## src/bcmp_pkg.sv

```systemverilog
// bcmp_pkg: shared types, register indexes and constants of the barometer compensation block
// no dependencies; imported by barometer_compensation_top, bcmp_front, bcmp_back and the testbench files
package bcmp_pkg;

   // configuration port
   localparam int CSR_INDEX_W = 3;
   localparam int CSR_DATA_W  = 32;

   // register indexes
   localparam logic [CSR_INDEX_W-1:0] CSR_AC1   = 3'd0;
   localparam logic [CSR_INDEX_W-1:0] CSR_AC2   = 3'd1;
   localparam logic [CSR_INDEX_W-1:0] CSR_AC3   = 3'd2;
   localparam logic [CSR_INDEX_W-1:0] CSR_AC4   = 3'd3;
   localparam logic [CSR_INDEX_W-1:0] CSR_AC5   = 3'd4;
   localparam logic [CSR_INDEX_W-1:0] CSR_AC6   = 3'd5;
   localparam logic [CSR_INDEX_W-1:0] CSR_B1_B2 = 3'd6;
   localparam logic [CSR_INDEX_W-1:0] CSR_MC_MD = 3'd7;

   // temperature divide: |mc << 11| stays below 2^27
   localparam int MC_SHIFT = 11;
   localparam int DIV_T_W  = 27;
   localparam int DIV_P_W  = 32;

   // compensation constants
   localparam logic [31:0] TEMP_OFFSET = 32'd4000;
   localparam logic [31:0] C_3038      = 32'd3038;
   localparam logic [31:0] C_NEG7357   = 32'hFFFF_E343;
   localparam logic [31:0] C_3791      = 32'd3791;
   localparam logic [31:0] C_50000     = 32'd50000;
   localparam logic [31:0] C_32768     = 32'd32768;

   // calibration coefficients as held in the registers
   typedef struct packed {
      logic [15:0] ac1;
      logic [15:0] ac2;
      logic [15:0] ac3;
      logic [15:0] ac4;
      logic [15:0] ac5;
      logic [15:0] ac6;
      logic [15:0] b1;
      logic [15:0] b2;
      logic [15:0] mc;
      logic [15:0] md;
   } coef_type;

   // item between front and back
   typedef struct packed {
      logic [31:0] x1;
      logic [15:0] up;
   } mid_item_type;

   // result item
   typedef struct packed {
      logic [31:0] temp;
      logic [31:0] pres;
      logic        status;
   } rsp_item_type;

   function automatic logic [31:0] sx16(input logic [15:0] v);
      return {{16{v[15]}}, v};
   endfunction

   // arithmetic right shift, called with constant amounts
   function automatic logic [31:0] asr(input logic [31:0] v, input int unsigned s);
      return 32'($signed(v) >>> s);
   endfunction

endpackage

```

## src/bcmp_front.sv

```systemverilog
// bcmp_front: accepts raw reading pairs and forms the first temperature term x1
// depends on bcmp_pkg; feeds the queue in front of bcmp_back
module bcmp_front (
   input  logic                   clock,
   input  logic                   reset,
   input  bcmp_pkg::coef_type     coef,
   input  logic                   push,
   output logic                   full,
   input  logic [15:0]            raw_temperature,
   input  logic [15:0]            raw_pressure,
   output logic                   mid_push,
   input  logic                   mid_full,
   output bcmp_pkg::mid_item_type mid_item
);
   import bcmp_pkg::*;

   logic         vld_ff, vld_in;
   mid_item_type item_ff, item_in;
   logic         take;
   logic [31:0]  diff, prod;

   // handshake: the stage holds only while the queue is full
   assign full     = vld_ff && mid_full;
   assign take     = push && !full;
   assign mid_push = vld_ff && !mid_full;
   assign mid_item = item_ff;

   // x1 = ((ut - ac6) * ac5) >> 15
   always_comb begin
      diff       = {16'b0, raw_temperature} - {16'b0, coef.ac6};
      prod       = diff * {16'b0, coef.ac5};
      item_in.x1 = asr(prod, 15);
      item_in.up = raw_pressure;
      vld_in     = take || (vld_ff && mid_full);
   end

   always_ff @(posedge clock) begin
      if (reset) begin
         vld_ff <= 1'b0;
      end else begin
         vld_ff <= vld_in;
      end
   end

   always_ff @(posedge clock) begin
      if (take) begin
         item_ff <= item_in;
      end
   end

endmodule

```

## config.mk

```make
export PLATFORM = sky130hd
export DESIGN_NAME = bcmp_front
export DESIGN_NICKNAME = d
export VERILOG_FILES = /design/src/bcmp_pkg.sv /design/src/bcmp_front.sv
export SDC_FILE = /design/constraint.sdc
export NUM_CORES = 1
export LEC_CHECK = 0
export ABC_AREA = 1
export BUFFER_PORTS_ARGS = -buffer_cell sky130_fd_sc_hd__buf_2
export CELL_PAD_IN_SITES_DETAIL_PLACEMENT = 0
export CELL_PAD_IN_SITES_GLOBAL_PLACEMENT = 1
export CORE_MARGIN = 2
export CORE_UTILIZATION = 40
export DETAILED_ROUTE_END_ITERATION = 7
export GPL_TIMING_DRIVEN = 0
export PLACE_DENSITY = 0.78
export SLEW_MARGIN = 20
export SYNTH_ARGS = -nofsm -noshare
export SYNTH_HDL_FRONTEND = slang
export SYNTH_SLANG_ARGS = --single-unit
```

## constraint.sdc

```tcl
create_clock -name clock -period 10.5 [get_ports clock]
set_clock_uncertainty 0.15 [all_clocks]
set_input_delay 1.575 -clock clock [delete_from_list [all_inputs] [get_ports clock]]
set_output_delay 1.575 -clock clock [all_outputs]
set_load 0.01 [all_outputs]
```

### Word level (Yosys, flattened, before mapping)

Cells that the tools add are included.
Widths: inputs -> output; s select.

| word-level totals | value |
|---|---|
| register bits after elaboration | 34 |
| bits in latches | 0 |
| bits in writable memories | 0 |
| ROM bits | 0 |
| input port bits | 196 |
| output and inout port bits | 50 |
| logic and storage cells | 11 |
| memories | 0 |

| operators by class | value |
|---|---|
| $add $sub $neg | 1 |
| $mul | 1 |
| div/mod/pow operators | 0 |
| order comparisons | 0 |
| equal/unequal tests | 0 |
| shifts and indexed selects | 0 |
| mux-type cells | 0 |
| bitwise operators | 0 |
| reduce and logical (&&, ||, !) cells | 6 |

Operators by type and width:

| operator | count |
|---|---|
| $mul 17x17->32 | 1 |
| $sub 16x16->17 | 1 |
| $logic_and 1x1->1 | 3 |
| $logic_not 1->1 | 2 |
| $logic_or 1x1->1 | 1 |

### Logic depth before layout (Yosys ltp)

| depth | value |
|---|---|
| depth after elaboration | 4 |
| depth in mapped cells | 36 |
| depth with buffers taken out | 36 |

### Worst setup path before layout

No wires, ideal clock.

| timing | value |
|---|---|
| path kind | input to register |
| start point | input coef[71] (netlist name) |
| end point | register item_ff, in the netlist mid_item[31], data pin |
| library setup time | 0.259 ns |
| arrival | 7.594 ns |
| path slack | 2.497 ns |
| cell stages on the path | 28 |
| path through | inv_1 -> ha_1 -> a21oi_1 -> a21boi_2 -> o21ai_4 -> nand2_1 -> nand2_2 -> inv_1 -> nand2_1 -> fa_1 -> inv_1 -> fa_1 -> clkbuf_1 -> xnor2_1 -> o21ai_0 -> fa_1 -> fa_1 -> inv_1 -> fa_1 -> inv_1 -> ha_1 -> a21oi_1 -> o21ai_0 -> a21oi_1 -> o21ai_0 -> a21oi_1 -> nand2_1 -> xor2_1 |

| between the ends | value |
|---|---|
| word-level cells in the longest chain between the ends | 2 |

Ends and longest elaborated chain:

| what | RTL line | text |
|---|---|---|
| start: declaration | bcmp_front.sv:6 | `input bcmp_pkg::coef_type coef,` |
| $sub 16x16->17 | bcmp_front.sv:30 | `diff = {16'b0, raw_temperature} - {16'b0, coef.ac6};` |
| $mul 17x17->32 | bcmp_front.sv:31 | `prod = diff * {16'b0, coef.ac5};` |
| net prod[30] | bcmp_front.sv:20 | `logic [31:0] diff, prod;` |
| end signal: assignment | bcmp_front.sv:47 | `item_ff <= item_in;` |
| end: declaration | bcmp_front.sv:18 | `mid_item_type item_ff, item_in;` |

The timed path passes the listed nets, and every way through them passes these cells.
A chain may end at the register's enable or synchronous reset.

### Worst setup path in the final report

Ends and elaborated chain as after synthesis.

==> metrics.log <==
INFO  metric yosysUniqueCellTypes = 45
INFO  metric synth_largest_type_area_fraction = 42.4%
INFO  metric vias_per_cell = 4.92
INFO  metric worstPathRequired = slightly above 10 ns
INFO  metric num_rows = between 60 and 70
INFO  metric finish.instance_area = 13500 um2
INFO  metric gp_congestion = between 0.9 and 1
INFO  metric cts-htree-levels = 2
INFO  metric setup_viol = 0
INFO  metric layout_commonest_cell = inv_1
INFO  metric synth_area_leader_cell = fa_1
INFO  metric final_min_period_over_clock_period = 85.4%
INFO  metric synth_fp_nets = 2065
INFO  metric wl_per_cell = 16.2 um
INFO  metric slew-limit-headroom = 48.5%
INFO  metric maximum_number_of_pins_on_one_net_before_global_route_repair = 29
INFO  metric clock_sink_count = 34
INFO  metric synthesis_to_finish_area_growth = 9.90%
INFO  metric drc_errors = 0
INFO  metric antennaDiodeCount = 0
INFO  metric status = finished clean
INFO  metric worst_r2r_startpoint = vld_ff
INFO  metric tritoncts_clock_tree = done
INFO  metric clock_path_buffers = 2
INFO  metric wl = around 33 mm
INFO  metric post-cts-setup-buffers = 0
INFO  metric first_global_vias = roughly 11000
INFO  metric setup_total_negative_slack = 0 ns
INFO  metric max_stage_delay = a little under 0.7 ns
INFO  metric drt_pre_antenna_iters = 6
INFO  metric crit_arrival = around 8.9 ns
INFO  metric die-height = roughly 180 um
INFO  metric cap_violations = 0
INFO  metric core_region_area = approximately 30000 um2
INFO  metric ios = 246
INFO  metric synthesis.area = 12300 um2
INFO  metric post_synth_main_area_contributors = fa_1 42%, inv_1 12%, ha_1 9.7%, edfxtp_1 8.0%, nand2_1 7.6%
INFO  metric chipWidth = between 150 and 200 um
INFO  metric hold_start = vld_ff
INFO  metric drive_above_1_share = slightly above 10%
INFO  metric r2r_end = mid_item[17]
INFO  metric synth-edff-count = 33
INFO  metric sum_of_overflow_across_all_layers_after_global_routing = 0
INFO  metric report.final.slew_viol_count = 0
INFO  metric cts.repair.resized = 0
INFO  metric worst_setup_path_end_kind = register
INFO  metric rrSetupSlack = approximately 9.2 ns
INFO  metric min-delay-path-class = register to register
INFO  metric critical-path-slowest-cell = fa_1
INFO  metric syn_inst = between 1500 and 2000
INFO  metric initial_cell_density_of_the_core = roughly two fifths
INFO  metric final-hold-violation-count = 0
INFO  metric cts_hold_buf = 0
INFO  metric ys_warn_count = 0
INFO  metric worst_setup_path_start_kind = input port
INFO  metric setup_repair_after_global_routing_missed_its_margin = no
INFO  metric syn-mean-instance-area = about 8.1 um2
INFO  metric path_class = input port to register
INFO  metric die_area = approximately 32000 um2
INFO  metric place_hpwl = about 28 mm
INFO  metric all_layer_gr_usage = between 20% and 30%
INFO  metric dominantRegCellSynth = edfxtp_1
INFO  metric tritoncts.num_buffers = 5
INFO  metric ys_seq_area_share = between 8 and 9%
INFO  metric yosys_register_bits = 34
INFO  metric clock.fmax = around 110 MHz
INFO  metric min_path_cells = 2
INFO  metric whs = between 0.3 and 0.4 ns
INFO  metric worst-slew-pin-transition = roughly 0.77 ns
INFO  metric root_buffer = clkbuf_16
INFO  metric hold-path-endpoint = vld_ff
INFO  metric postRouteAntennaNets = 0
INFO  metric synth-async-reset-ratio = 0%
INFO  metric worstSkewPairLatency = 0.27 ns
INFO  metric initialDrtViolationCount = 688
INFO  metric port-buffer-count = around 110
INFO  metric layout_min_cycle_time = between 8 and 9 ns
INFO  metric commonest_cells_after_routing_fill_and_taps_aside = 397 x inv_1, 261 x fa_1, 251 x nand2_1
INFO  metric net_count_reported_at_finish = ~2200
INFO  metric path_max_fanout = 10
INFO  metric grt_pass1_wl = roughly 55 mm
INFO  metric num_vias = 9971
INFO  metric worstRegToRegCells = 4
INFO  metric placed_area = between 10000 and 15000 um2
INFO  metric number_of_antenna_violations_at_the_first_check_in_global_routing = 0
INFO  metric cts.reportedPaths.clkPinSlew = ~0.050 ns
-- registers in the layout, indices dropped and copies added, names as in the netlist --
signal / cells
mid_item: 33
vld_ff: 1
-- area by class of cell --
class | instances | area (um2)
Buffer | 45 | 230
Clock buffer | 6 | 139
Clock inverter | 2 | 12.5
Fill cell | 3153 | 16900
Inverter | 407 | 1530
Multi-Input combinational cell | 1026 | 9560
Sequential cell | 34 | 1010
Tap cell | 396 | 495
Timing Repair Buffer | 110 | 566
-- stage by stage --
step                setup slack (ns)  util (%)  std cells
CTS                             1.57      44.5       2026
global route                   0.860      44.5       2026
floorplan                       2.50         -       1512
global placement                1.34      43.9       2017
detailed placement              1.29      44.0       2018
finish                          1.53      44.5       2026
-- worst max path at each step --
stage / from / end / slack [ns] / cells after the start
after floorplan: coef[71] / mid_item[31] / 2.50 / 28
after global placement: coef[71] / mid_item[31] / 1.34 / 29
after detailed placement: coef[71] / mid_item[31] / 1.29 / 29
after CTS: coef[71] / mid_item[31] / 1.57 / 29
after global routing: raw_temperature[0] / mid_item[32] / 0.86 / 34
final: coef[71] / mid_item[31] / 1.53 / 29
-- logic make-up after synthesis --
| logic type | count (synthesis) | share of synthesized area [%] |
|---|---|---|
| compound gates | 98 | 4.87 |
| simple gates | 538 | 17.9 |
| xor+xnor | 33 | 2.56 |
| fa+ha+maj | 357 | 52.2 |
| flops | 34 | 8.21 |
| buf+inv | 452 | 14.3 |
-- per-layer routing --
| layer | global-route usage (%) | up-vias | wire [um] |
|---|---|---|---|
| li1 | - | 4680 | - |
| met1 | 28.6 | 4932 | 13600 |
| met2 | 37.6 | 311 | 16200 |
| met3 | 2.25 | 48 | 2180 |
| met4 | 5.01 | 0 | 842 |
| met5 | 0 | - | 0 |
-- critical path, delay by kind of cell --
kind	cells	cell delay, ns
AOI/OAI and AO/OA	9	1.78
adders and majority gates	7	3.53
buffers and inverters	7	1.07
and+or+nand+nor	4	0.59
xor gates and xnor gates	2	0.33
-- synthesized netlist by cell type, types with 5 or more instances --
cell type and instances:
xor2_1 21, nand4_1 7, or2_2 7, nand2_1 251, nand3_1 75, xnor2_1 10, o21ai_0 27, clkbuf_1 25
ha_1 96, buf_4 15, inv_2 5, nand2_2 5, o21bai_1 7, edfxtp_1 33, nor3_1 5, nor2_1 179
a21oi_1 41, fa_1 261, inv_1 397
Power is left out: the tool's default activity adds up to more than one toggle a clock period on the data nets, which glitch-free logic cannot reach.
