<file path="config.mk">
export PLATFORM = sky130hd
export DESIGN_NAME = bcmp_fifo
export DESIGN_NICKNAME = d
export VERILOG_FILES = /design/src/bcmp_fifo.sv
export SDC_FILE = /design/constraint.sdc
export NUM_CORES = 1
export LEC_CHECK = 0
export BUFFER_PORTS_ARGS = -buffer_cell sky130_fd_sc_hd__buf_2
export CAP_MARGIN = 10
export CORE_AREA = 2 2 61 63
export DETAILED_ROUTE_END_ITERATION = 8
export DIE_AREA = 0 0 63 65
export HOLD_SLACK_MARGIN = 0.02
export MAX_ROUTING_LAYER = met4
export PLACE_DENSITY = 0.77
export SYNTH_ARGS = -nofsm -noshare
export SYNTH_HDL_FRONTEND = slang
export SYNTH_SLANG_ARGS = --single-unit
export TNS_END_PERCENT = 1
</file>
<file path="constraint.sdc">
create_clock -name clock -period 4.8 [get_ports clock]
set_clock_uncertainty 0.15 [all_clocks]
set_input_delay 0.24 -clock clock [delete_from_list [all_inputs] [get_ports clock]]
set_output_delay 0.24 -clock clock [all_outputs]
set_load 0.005 [all_outputs]
</file>
<file path="src/bcmp_fifo.sv">
// bcmp_fifo: small register queue with push/pop handshake
// no package dependencies; used between front and back and at the result side
module bcmp_fifo #(
   parameter int DEPTH = 4,
   parameter int WIDTH = 8
) (
   input  logic             clock,
   input  logic             reset,
   input  logic             push,
   input  logic [WIDTH-1:0] wr_data,
   output logic             full,
   input  logic             pop,
   output logic [WIDTH-1:0] rd_data,
   output logic             empty
);

   localparam int PTR_W = $clog2(DEPTH);
   localparam int CNT_W = $clog2(DEPTH + 1);

   logic [WIDTH-1:0] mem_ff [DEPTH];
   logic [PTR_W-1:0] wr_ptr_ff, wr_ptr_in, rd_ptr_ff, rd_ptr_in;
   logic [CNT_W-1:0] count_ff, count_in;
   logic             do_push, do_pop;

   // status and transfers
   assign full    = (count_ff == CNT_W'(DEPTH));
   assign empty   = (count_ff == '0);
   assign do_push = push && !full;
   assign do_pop  = pop && !empty;
   assign rd_data = mem_ff[rd_ptr_ff];

   // pointer and count update
   always_comb begin
      wr_ptr_in = wr_ptr_ff;
      rd_ptr_in = rd_ptr_ff;
      count_in  = count_ff;
      if (do_push) begin
         wr_ptr_in = (wr_ptr_ff == PTR_W'(DEPTH - 1)) ? '0 : wr_ptr_ff + 1'b1;
      end
      if (do_pop) begin
         rd_ptr_in = (rd_ptr_ff == PTR_W'(DEPTH - 1)) ? '0 : rd_ptr_ff + 1'b1;
      end
      if (do_push && !do_pop) begin
         count_in = count_ff + 1'b1;
      end else if (!do_push && do_pop) begin
         count_in = count_ff - 1'b1;
      end
   end

   always_ff @(posedge clock) begin
      if (reset) begin
         wr_ptr_ff <= '0;
         rd_ptr_ff <= '0;
         count_ff  <= '0;
      end else begin
         wr_ptr_ff <= wr_ptr_in;
         rd_ptr_ff <= rd_ptr_in;
         count_ff  <= count_in;
      end
   end

   // storage
   always_ff @(posedge clock) begin
      if (do_push) begin
         mem_ff[wr_ptr_ff] <= wr_data;
      end
   end

endmodule

</file>
### Word level (Yosys, flattened, before mapping)

Memory sizes are Yosys's and may differ from the RTL's. A register that Yosys moved wholly into a read port is not among the register bits.
Index checks and enable logic that the tools add are counted.
Widths: inputs -> output; s select.

| storage, ports and cells | value |
|---|---|
| bits in registers | 7 |
| bits in writable memories | 32 |
| input port bits | 12 |
| output and inout bits | 10 |
| logic and storage cells | 29 |
| memories | 1 |

| operators by class | value |
|---|---|
| $add $sub $neg | 4 |
| eq/ne operators | 3 |
| muxes and demuxes | 8 |
| reductions and logical operators | 10 |

Memories:

| memory | words | width | read ports | clocked after memory_dff | wr ports | RTL line | RTL |
|---|---|---|---|---|---|---|---|
| mem_ff | 4 | 8 | 1 | 1 | 1 | 20 | `logic [WIDTH-1:0] mem_ff [DEPTH];` |

Operators with widths:

| kind | number |
|---|---|
| $mux 2 | 4 |
| $mux 3 | 2 |
| $add 2x1->2 const B | 2 |
| $eq 2x2->1 const B | 2 |
| $logic_and 1x1->1 | 4 |
| $logic_not 1->1 | 4 |
| $add 3x1->3 const B | 1 |
| $eq 3x3->1 const B | 1 |
| $logic_not 3->1 | 1 |
| $sub 3x1->3 const B | 1 |
| $mux 1 | 2 |
| $reduce_bool 2->1 | 1 |

### Logic depth before layout (Yosys ltp)

Gate-level depths: netlist of the first run.

| depth | value |
|---|---|
| depth in word-level cells | 7 |
| gate-level depth with buffers | 10 |
| depth with buffers taken out | 9 |

### Worst setup path after synthesis of the first run

Ideal clock, no wire load.

| timing path | value |
|---|---|
| path type | register -> register |
| start point | register count_ff[0] |
| end point | register count_ff[2] |
| setup time | 0.070 ns |
| arrival time | 2.093 ns |
| setup slack | 2.487 ns |
| cell stages (with the launch flop) | 11 |
| path buffers | 1 |
| period minus slack after synthesis | 2.313 ns |
| path through | dfxtp_1 -> or3b_1 -> buf_6 -> clkinv_4 -> nor2_2 -> ha_1 -> inv_1 -> fa_1 -> xor2_1 -> or3_2 -> a21oi_1 |

| between the ends | value |
|---|---|
| longest elaborated chain between the ends | 6 |

RTL lines:

| what | RTL line | RTL |
|---|---|---|
| start, declared | 22 | `logic [CNT_W-1:0] count_ff, count_in;` |
| start signal, assigned | 58 | `count_ff <= count_in;` |
| $eq 3x3->1 (*) | 26 | `assign full = (count_ff == CNT_W'(DEPTH));` |
| net full | 11 | `output logic full,` |
| $logic_not 1->1 (*) | 28 | `assign do_push = push && !full;` |
| $logic_and 1x1->1 (*) | 28 |  |
| net do_push | 23 | `logic do_push, do_pop;` |
| $logic_not 1->1 | 45 | `end else if (!do_push && do_pop) begin` |
| $logic_and 1x1->1 | 45 |  |
| $reduce_bool 2->1 (no line) | -- |  |

Mark *: on every way through the listed nets, which the timed path passes. The rest lies on a longest branch. The select of a mux whose other input is x is not followed.
A chain may end at the register's enable or synchronous reset.

### Worst setup path after layout of the first run

| timing path | value |
|---|---|
| start point | register count_ff[0] |
| end point | register count_ff[2] |

| between the ends | value |
|---|---|
| longest elaborated chain between the ends | 6 |

RTL lines:

| what | RTL line |
|---|---|
| $eq 3x3->1 (*) | 26 |
| $logic_not 1->1 (*) | 28 |
| $logic_and 1x1->1 (*) | 28 |
| net do_push | 23 |
| $logic_not 1->1 | 45 |
| $logic_and 1x1->1 | 45 |
| $reduce_bool 2->1 (no line) | -- |

Marked as above.

==> results of run 1 <==
[cell type report]
class                   instances  share of cell area
flip-flops and latches         41               0.592
multi-input cells              42               0.237
well taps                      48              0.0312
clock inverters                 1             0.00260
clock buffers                   7              0.0234
inverters                       5              0.0123
repair buffers                 30               0.101
[critical path, cell delays in order (launching register included)]
cell                       delay, ns
sky130_fd_sc_hd__dfxtp_1        0.47
sky130_fd_sc_hd__or3b_1         0.30
sky130_fd_sc_hd__clkinv_4       0.08
sky130_fd_sc_hd__nor2_2         0.12
sky130_fd_sc_hd__ha_1           0.20
sky130_fd_sc_hd__inv_1          0.06
sky130_fd_sc_hd__fa_1           0.38
sky130_fd_sc_hd__xor2_1         0.15
sky130_fd_sc_hd__or3_2          0.40
sky130_fd_sc_hd__a21oi_1        0.16
[placed cells by master, fill, tap and decap left out, drive strengths merged]
master	count
ha	6
buf	21
clkinv	2
o21ai	2
nand2	1
mux2i	2
dfxtp	9
nor3	2
or3	2
fa	1
o31ai	2
nand3	2
nor2	4
mux4	8
xor2	2
or3b	1
and3	4
a21oi	3
inv	4
edfxtp	32
clkbuf	7
dlygate4sd3	9
[timing repair]
action | in CTS | in global routing
hold buffers | 9 | 0
endpoints found under the setup margin | 0 | 0
endpoints found under the hold margin | 36 | 0
[cell families after synthesis]
group | count (synthesis) | share of synthesized area
XOR/XNOR | 2 | 0.0106
AND/OR/NAND/NOR | 16 | 0.0570
adder cells (fa/ha/maj) | 7 | 0.0578
AO/OA/AOI/OAI | 7 | 0.0304
multiplexers | 10 | 0.122
buffers and inverters | 9 | 0.0289
flip-flops | 41 | 0.694
[path summary, 6_finish.rpt]
path	cells after the start	startpoint	endpoint	slack (ns)
setup reg to reg	9	count_ff[0]	count_ff[2]	2.25
hold reg to reg	2	rd_ptr_ff[0]	rd_ptr_ff[0]	0.36
hold / removal	3	push	wr_ptr_ff[1]	0.08
setup / recovery	9	count_ff[0]	count_ff[2]	2.25
[routing by layer]
metal,global-route usage,vias to the layer above,share of wire
met5,-,-,0
met4,0.0500,0,0.017
met3,0.0556,6,0.048
met2,0.242,20,0.52
met1,0.148,411,0.42
li1,-,417,-
[report_power, final]
part           internal, mW  leakage, nW  switching, mW
clock network        0.0571       0.0293          0.100
registers             0.433        0.367         0.0434
logic                 0.120        0.316         0.0931
[flip-flops by register name (all words and copies together) (netlist names), named ones only]
name,flops
mem_ff,32
count_ff,3
rd_ptr_ff,2
wr_ptr_ff,2
==> summary.md, run 1 <==
| Metric | Value |
|---|---|
| Number of antenna violations at the first check in global routing | 0 |
| Maximum number of pins on one net before global-route repair | 13 |
| Most frequent cell after synthesis | sky130_fd_sc_hd__edfxtp_1 |
| Synth Flop Type | sky130_fd_sc_hd__edfxtp_1 |
| Clock Latency Late Sink | 0.34 ns |
| Routability-driven placement congestion ratio | between 0.7 and 0.8 |
| Post-synth top area cell | sky130_fd_sc_hd__edfxtp_1 |
| Post-Synthesis Cell Area | 1650 sq um |
| Vert. Die Dim | 65 um |
| Seq/Total Area, Yosys | 0.694 |
| DRC violations left | 0 |
| Number of enable-type register cells in the synthesized netlist | 32 |
| Worst Path Arrival | 2.67 ns |
| Total of endpoints with negative setup slack in the final report | 0 |
| Largest cells by area after synthesis | sky130_fd_sc_hd__edfxtp_1, sky130_fd_sc_hd__dfxtp_1, sky130_fd_sc_hd__mux4_2 |
| Ant diodes | 0 |
| Maximum VDD drop | 0.209 mV |
| Deepest clock path buffer count | 2 |
| Area of the core | 3500 sq um |
| Status | complete, no violations |
| Effective utilization at floorplan | 0.471 |
| F_max | 392 MHz |
| Horizontal die dimension | 63 um |
| TritonCTS clock tree | yes |
| Inst Count DP | around 160 |
| I/O Buffers | 21 |
| Deepest level of the CTS H-tree | 2 |
| Post-placement cell area | 1790 sq um |
| Leading cell types by count after synthesis | sky130_fd_sc_hd__edfxtp_1, sky130_fd_sc_hd__dfxtp_1, sky130_fd_sc_hd__mux4_2 |
| Required time at the endpoint of the critical path | 4.92 ns |
| Num CTS Buffers | 5 |
| Total number of vias | around 850 |
| Post-DP HPWL | 1780 um |
| Violation count after the first detailed-route iteration | 24 |
| Power density of the placed cells | 439 nW/um^2 |
| Worst Setup Start Kind | register |
| Synthesized instance count | 92 |
| Wire length of the first global-routing pass | 4060 um |
| Final Core Density | 0.551 |
| Sum Neg Setup Slack | 0 ns |
| Layout-stage area growth over the synthesis result | 17.1% |
| Cell row count | 22 |
| Nets in the synthesized netlist | 111 |
| Die footprint | 4100 sq um |
| Max-Cap Viols | 0 |
| Final standard cell count with taps included and fillers excluded | 174 |
| Number of slew-limit violations in the final report | 0 |
| Number of global-route vias before repair | a little under 900 |
| Number of nets in the final layout | 144 |
| Number of iterations in the first detailed-routing pass | 4 |
| I/O pin count | 22 |
| Resized Gates After CTS | 0 |
| Classification of the worst-slack hold path | in2reg |
| Register area | 1140 sq um |
| Post-Synthesis Mean Instance Area | between 15 and 20 sq um |
| Post-DRT Antenna Nets | 0 |
| Routed wire length | 2490 um |
| Global-route total usage across every layer | 0.141 |
| Syn. warnings | 0 |
| Synth unique cells | 26 |
| Max Fanout on Critical Path | 7 |
| Actual slew at the worst max-slew pin | 0.548 ns |
| Clock-pin slew on the worst setup and hold paths | roughly 0.1 ns |
| Worst Hold Slack | just over 0.08 ns |
| Final non-filler cell area | about 1900 sq um |
| DP Worst Slack | 2.24 ns |
| Routed wire length per instance | 14.3 um |
| Period minus WS final | 2.55 ns |
| Root buffer cell | sky130_fd_sc_hd__clkbuf_4 |
| Total power | between 0.8 and 0.9 mW |
| Headroom to the max-slew limit | 0.634 |
| Kind of critical path | reg2reg |
| Yosys top cell area share | 0.584 |
| Endpoint class of the critical path | register |
| Share of layout cells above drive strength 1 | 0.349 |
| Number of fillers in the final layout | between 200 and 300 |
| Vias per std cell | slightly below 5 |
| Post-route worst setup slack | about 2.2 ns |
| Total clock sinks | 41 |
| Final worst-path cycle share | 0.532 |
| Global route overflow | 0 |
| Flip-flop and latch count after synthesis | 41 |
| Ys async rst share | 0 |
| Post-CTS setup buffer count | 0 |
| Total area of multi-input combinational cells | 457 sq um |
| Leakage | slightly above 0.7 nW |
| Final hold violations | 0 |
| RSZ-0062 raised after global routing | no |
Note: power is estimated with default switching activity, not from simulation.
==> inputs of run 2 (changes only) <==
clock period = 2.5 ns   (was 4.8 ns; I/O delays follow)
==> run 2 against run 1 <==
Clock power grew to 2.6 times the previous value. Routed wire length up 5.1%. Die area did not move. Combinational power is 100% higher. First-iteration DRC count decreased by 29%. Critical path type unchanged. Largest cell class unchanged.
==> summary.md, run 2 (synthesis gave the netlist of run 1 again) <==
| Metric | Value |
|---|---|
| Power density of the placed cells | 882 nW/um^2 |
| DRC violations left | 0 |
| Biggest registers after layout | mem_ff: 32 flops, count_ff: 3 flops |
| Endpoint class of the critical path | register |
| Total of endpoints with negative setup slack in the final report | 0 |
| Leakage | 0.739 nW |
| Sum Neg Setup Slack | 0 ns |
| Root buffer cell | sky130_fd_sc_hd__clkbuf_4 |
| Final standard cell count with taps included and fillers excluded | around 180 |
| Kind of critical path | reg2reg |
| Share of layout cells above drive strength 1 | 0.403 |
| Clock Latency Late Sink | 0.34 ns |
| Routed wire length | 2620 um |
| Most common cell after layout, fill and taps aside | sky130_fd_sc_hd__edfxtp_1 |
| Total number of vias | 901 |
| Number of antenna violations at the first check in global routing | 0 |
| Number of iterations in the first detailed-routing pass | 2 |
| Max stage delay on crit path | about 0.42 ns |
| Required time at the endpoint of the critical path | 2.64 ns |
| Global-route total usage across every layer | 0.150 |
| Layout-stage area growth over the synthesis result | 22.1% |
| Max-Cap Viols | 0 |
| Worst Path Arrival | ~2.5 ns |
| Number of flip-flops under the largest register name | 32 |
| Effective utilization at floorplan | 0.471 |
| Vias per std cell | 5.09 |
| Number of buffers and inverters on the critical path | 2 |
| Period minus WS final | between 2 and 2.5 ns |
| Horizontal die dimension | 63 um |
| I/O pin count | 22 |
| Deepest level of the CTS H-tree | 2 |
| Area of the core | 3500 sq um |
| Routed wire length per instance | between 10 and 15 um |
| I/O Buffers | 21 |
| Classification of the worst-slack hold path | in2reg |
| Routability-driven placement congestion ratio | 0.770 |
| Number of nets in the final layout | approximately 150 |
| Final worst-path cycle share | 0.935 |
| Total clock sinks | 41 |
| Commonest cells after routing, fill and taps aside | sky130_fd_sc_hd__edfxtp_1, sky130_fd_sc_hd__buf_2, sky130_fd_sc_hd__dlygate4sd3_1, sky130_fd_sc_hd__mux4_2, sky130_fd_sc_hd__dfxtp_1 |
| Global route overflow | 0 |
| Ordered cell list for the critical path | or3b_4 > clkinv_4 > nor2_4 > ha_2 > inv_1 > fa_1 > xor2_1 > or3_2 > a21oi_2 |
| Final hold violations | 0 |
| Number of global-route vias before repair | between 900 and 1,000 |
| Vert. Die Dim | 65 um |
| Num CTS Buffers | 5 |
| Ant diodes | 0 |
| Delay-heaviest family, CP | simple AND/OR/NAND/NOR gates |
| F_max | 428 MHz |
| Number of slew-limit violations in the final report | 0 |
| Max Fanout on Critical Path | 5 |
| Deepest clock path buffer count | 2 |
| Inst Count DP | 158 |
| Total power | 1.77 mW |
| Number of fillers in the final layout | 279 |
| Post-DP HPWL | ~1800 um |
| Slowest stage cell on the critical path | sky130_fd_sc_hd__or3_2 |
| Status | complete, no violations |
| Cell row count | 22 |
| Actual slew at the worst max-slew pin | 0.541 ns |
| RSZ-0062 raised after global routing | no |
| Violation count after the first detailed-route iteration | 17 |
| Worst Setup Start Kind | register |
| Clock-pin slew on the worst setup and hold paths | around 0.12 ns |
| Post-CTS setup buffer count | 0 |
| Maximum VDD drop | slightly above 0.6 mV |
| Die footprint | 4100 sq um |
| Maximum number of pins on one net before global-route repair | 14 |
| Wire length of the first global-routing pass | 4290 um |
| Headroom to the max-slew limit | 0.639 |
| Largest Register | mem_ff |
| TritonCTS clock tree | yes |
| Post-DRT Antenna Nets | 0 |
-- run 2: metrics by stage --
step / cell area, sq um / hold slack, ns / setup slack [ns] / util
final: 2010 / 0.379 / 0.161 / 0.575
after floorplan: 1650 / 0.0739 / 0.187 / -
after detailed placement: 1790 / 0.194 / 0.0403 / 0.513
after CTS: 1980 / 0.360 / 0.0356 / 0.567
after global placement: 1790 / 0.184 / 0.177 / 0.513
after global routing: 2010 / 0.367 / 0.0244 / 0.575
-- run 2: cell type report --
type                    instances  area (sq um)  share of cell area
clock buffers                   5          37.5              0.0187
clock inverters                 3          41.3              0.0205
inverters                       5          23.8              0.0118
multi-input cells              42           479               0.238
flip-flops and latches         41          1140               0.570
well taps                      48          60.1              0.0299
repair buffers                 33           223               0.111
-- run 2: power by group --
| group | internal [mW] | total (mW) | switching, mW | leakage [nW] |
|---|---|---|---|---|
| clock network | 0.207 | 0.413 | 0.206 | 0.0389 |
| registers | 0.834 | 0.924 | 0.0895 | 0.368 |
| logic | 0.249 | 0.436 | 0.187 | 0.332 |
-- run 2: metal layers --
metal	vias to the layer above	routed length, um	part of all wire	global-route usage
met5	-	0	0	-
met4	0	54	0.021	0.0667
met3	6	112	0.043	0.0556
met2	20	1360	0.52	0.265
met1	451	1100	0.42	0.147
li1	424	-	-	-
-- run 2: worst paths after layout --
kind,startpoint,endpoint,slack [ns],cells after the start
setup reg to reg,count_ff[2],count_ff[2],0.16,9
hold / removal,wr_data[1],mem_ff[0][1],0.38,2
setup / recovery,count_ff[2],count_ff[2],0.16,9
hold reg to reg,rd_ptr_ff[0],register,0.38,2
-- run 2: what timing repair did --
item                                    CTS  global route
hold buffers                             11             0
endpoints found under the setup margin    0             1
hold endpoints to repair                 41             0
resized for setup                         0             8
==> inputs of run 3 (changes only) <==
BUFFER_PORTS_ARGS = not set   (was -buffer_cell sky130_fd_sc_hd__buf_2)
DONT_BUFFER_PORTS = 1   (was not set)
PLACE_DENSITY = 0.72   (was 0.77)
==> run 3 against run 2 <==
Flip-flop and latch count unchanged. Design area decreased by 4.5%. Fmax decreased by 1.4%. First-iteration DRC count increased by 59%. Core utilization decreased by 2.6 points. Critical endpoint unchanged. Largest power group unchanged.
==> summary.md, run 3 (synthesis gave the netlist of run 1 again) <==
| Metric | Value |
|---|---|
| Clock Latency Late Sink | 0.34 ns |
| RSZ-0062 raised after global routing | no |
| Die footprint | a little over 4000 sq um |
| Post-placement cell area | 1700 sq um |
| Power density of the placed cells | 941 nW/um^2 |
| Vias per std cell | around 5.4 |
| Total of endpoints with negative setup slack in the final report | 0 |
| Endpoint class of the critical path | register |
| Leakage | 0.674 nW |
| Ordered cell list for the critical path | or3b_4 > clkinv_4 > nor2_2 > ha_2 > inv_1 > fa_1 > xor2_1 > or3_2 > a21oi_1 |
| F_max | 422 MHz |
| TritonCTS clock tree | yes |
| Final Core Density | 0.549 |
| Root buffer cell | sky130_fd_sc_hd__clkbuf_4 |
| Number of nets in the final layout | 127 |
| Total number of vias | 840 |
| Status | complete, no violations |
| Routed wire length | 2530 um |
| Maximum VDD drop | 0.525 mV |
| Number of antenna violations at the first check in global routing | 0 |
| Kind of critical path | reg2reg |
| Global-route total usage across every layer | 0.149 |
| Final non-filler cell area | 1920 sq um |
| Ant diodes | 0 |
| Number of slew-limit violations in the final report | 0 |
| Deepest clock path buffer count | 2 |
| Worst Setup Start Kind | register |
| Post-CTS setup buffer count | 0 |
| Actual slew at the worst max-slew pin | 0.581 ns |
| Max-Cap Viols | 0 |
| Post-DRT Antenna Nets | 0 |
| Maximum number of pins on one net before global-route repair | 14 |
| Worst hold start | push |
| Required time at the endpoint of the critical path | 2.62 ns |
| Area of the core | approximately 3500 sq um |
| Cell row count | 22 |
| DRC violations left | 0 |
| Final hold violations | 0 |
| Max stage delay on crit path | roughly 0.41 ns |
| Slowest stage cell on the critical path | sky130_fd_sc_hd__or3_2 |
| Final worst-path cycle share | 0.949 |
| I/O pin count | 22 |
| Effective utilization at floorplan | 0.471 |
| I/O Buffers | 0 |
| Largest Register | mem_ff |
| Source of the worst register-to-register timing path | count_ff[2] |
| Max Fanout on Critical Path | 5 |
| Vert. Die Dim | between 60 and 70 um |
| Most common cell after layout, fill and taps aside | sky130_fd_sc_hd__edfxtp_1 |
| Violation count after the first detailed-route iteration | 27 |
| Routed wire length per instance | about 16 um |
| Routability-driven placement congestion ratio | between 0.7 and 0.8 |
| Clock-pin slew on the worst setup and hold paths | 0.12 ns |
| Number of global-route vias before repair | 918 |
| Sum Neg Setup Slack | 0 ns |
| Period minus WS final | 2.37 ns |
| Layout-stage area growth over the synthesis result | 16.6% |
| Share of layout cells above drive strength 1 | 0.294 |
| Worst Path Arrival | 2.49 ns |
| Deepest level of the CTS H-tree | 2 |
| Total clock sinks | 41 |
| Commonest cells after routing, fill and taps aside | sky130_fd_sc_hd__edfxtp_1, sky130_fd_sc_hd__dlygate4sd3_1, sky130_fd_sc_hd__mux4_2, sky130_fd_sc_hd__dfxtp_1 |
| Classification of the worst-slack hold path | in2reg |
| Num CTS Buffers | 5 |
| Post-DP HPWL | 1780 um |
| Horizontal die dimension | 63 um |
| Headroom to the max-slew limit | 0.612 |
| Biggest registers after layout | mem_ff: 32 flops, count_ff: 3 flops |
| Number of flip-flops under the largest register name | 32 |
| Global route overflow | 0 |
| Number of iterations in the first detailed-routing pass | 4 |
| Wire length of the first global-routing pass | ~4300 um |
| Worst setup path startpoint | count_ff[2] |
[run 3: where the power goes]
group | internal, mW | leakage, nW | switching [mW]
combinational | 0.201 | 0.250 | 0.168
sequential | 0.834 | 0.368 | 0.0856
clock | 0.310 | 0.0552 | 0.206
total | 1.34 | 0.674 | 0.460
[run 3: per-layer routing]
layer  GRT usage  part of all wire
met1       0.152              0.41
met2       0.258              0.52
met3      0.0573             0.053
met4      0.0583             0.018
met5           -                 0
[run 3: worst max-delay path: cells and delay by family (launching register included)]
family	cells	cell delay [ns]
simple gates	3	0.79
fa+ha+maj	2	0.58
flops	1	0.36
xor+xnor	1	0.16
compound gates	1	0.15
buf+inv	2	0.10
[run 3: final timing paths]
check             depth (start not counted)  slack (ns)           end
setup reg to reg                          9        0.13   count_ff[2]
hold / removal                            1        0.05  mem_ff[2][2]
setup / recovery                          9        0.13   count_ff[2]
hold reg to reg                           2        0.36      register
[run 3: through the flow]
stage	setup slack, ns	power, mW	hold slack (ns)	cells
after floorplan	0.187	1.20	0.0739	92
after global placement	0.161	1.26	0.0460	138
after detailed placement	0.0126	1.28	0.0498	138
after CTS	0.00725	1.82	0.0470	157
after global routing	0.0104	1.91	0.0265	157
final	0.128	1.80	0.0536	157
[run 3: timing repair]
action / in CTS / in global routing
hold endpoints to repair: 41 / 0
gates cloned: 0 / 0
endpoints found under the setup margin: 1 / 1
gates resized for setup: 1 / 4
hold buffers: 11 / 0
[run 3: area by class of cell]
class,instances,area (sq um)
Fill cell,308,1580
Multi-Input combinational cell,42,462
Clock inverter,3,65.1
Tap cell,48,60.1
Inverter,5,23.8
Sequential cell,41,1140
Clock buffer,5,37.5
Timing Repair Buffer,13,125
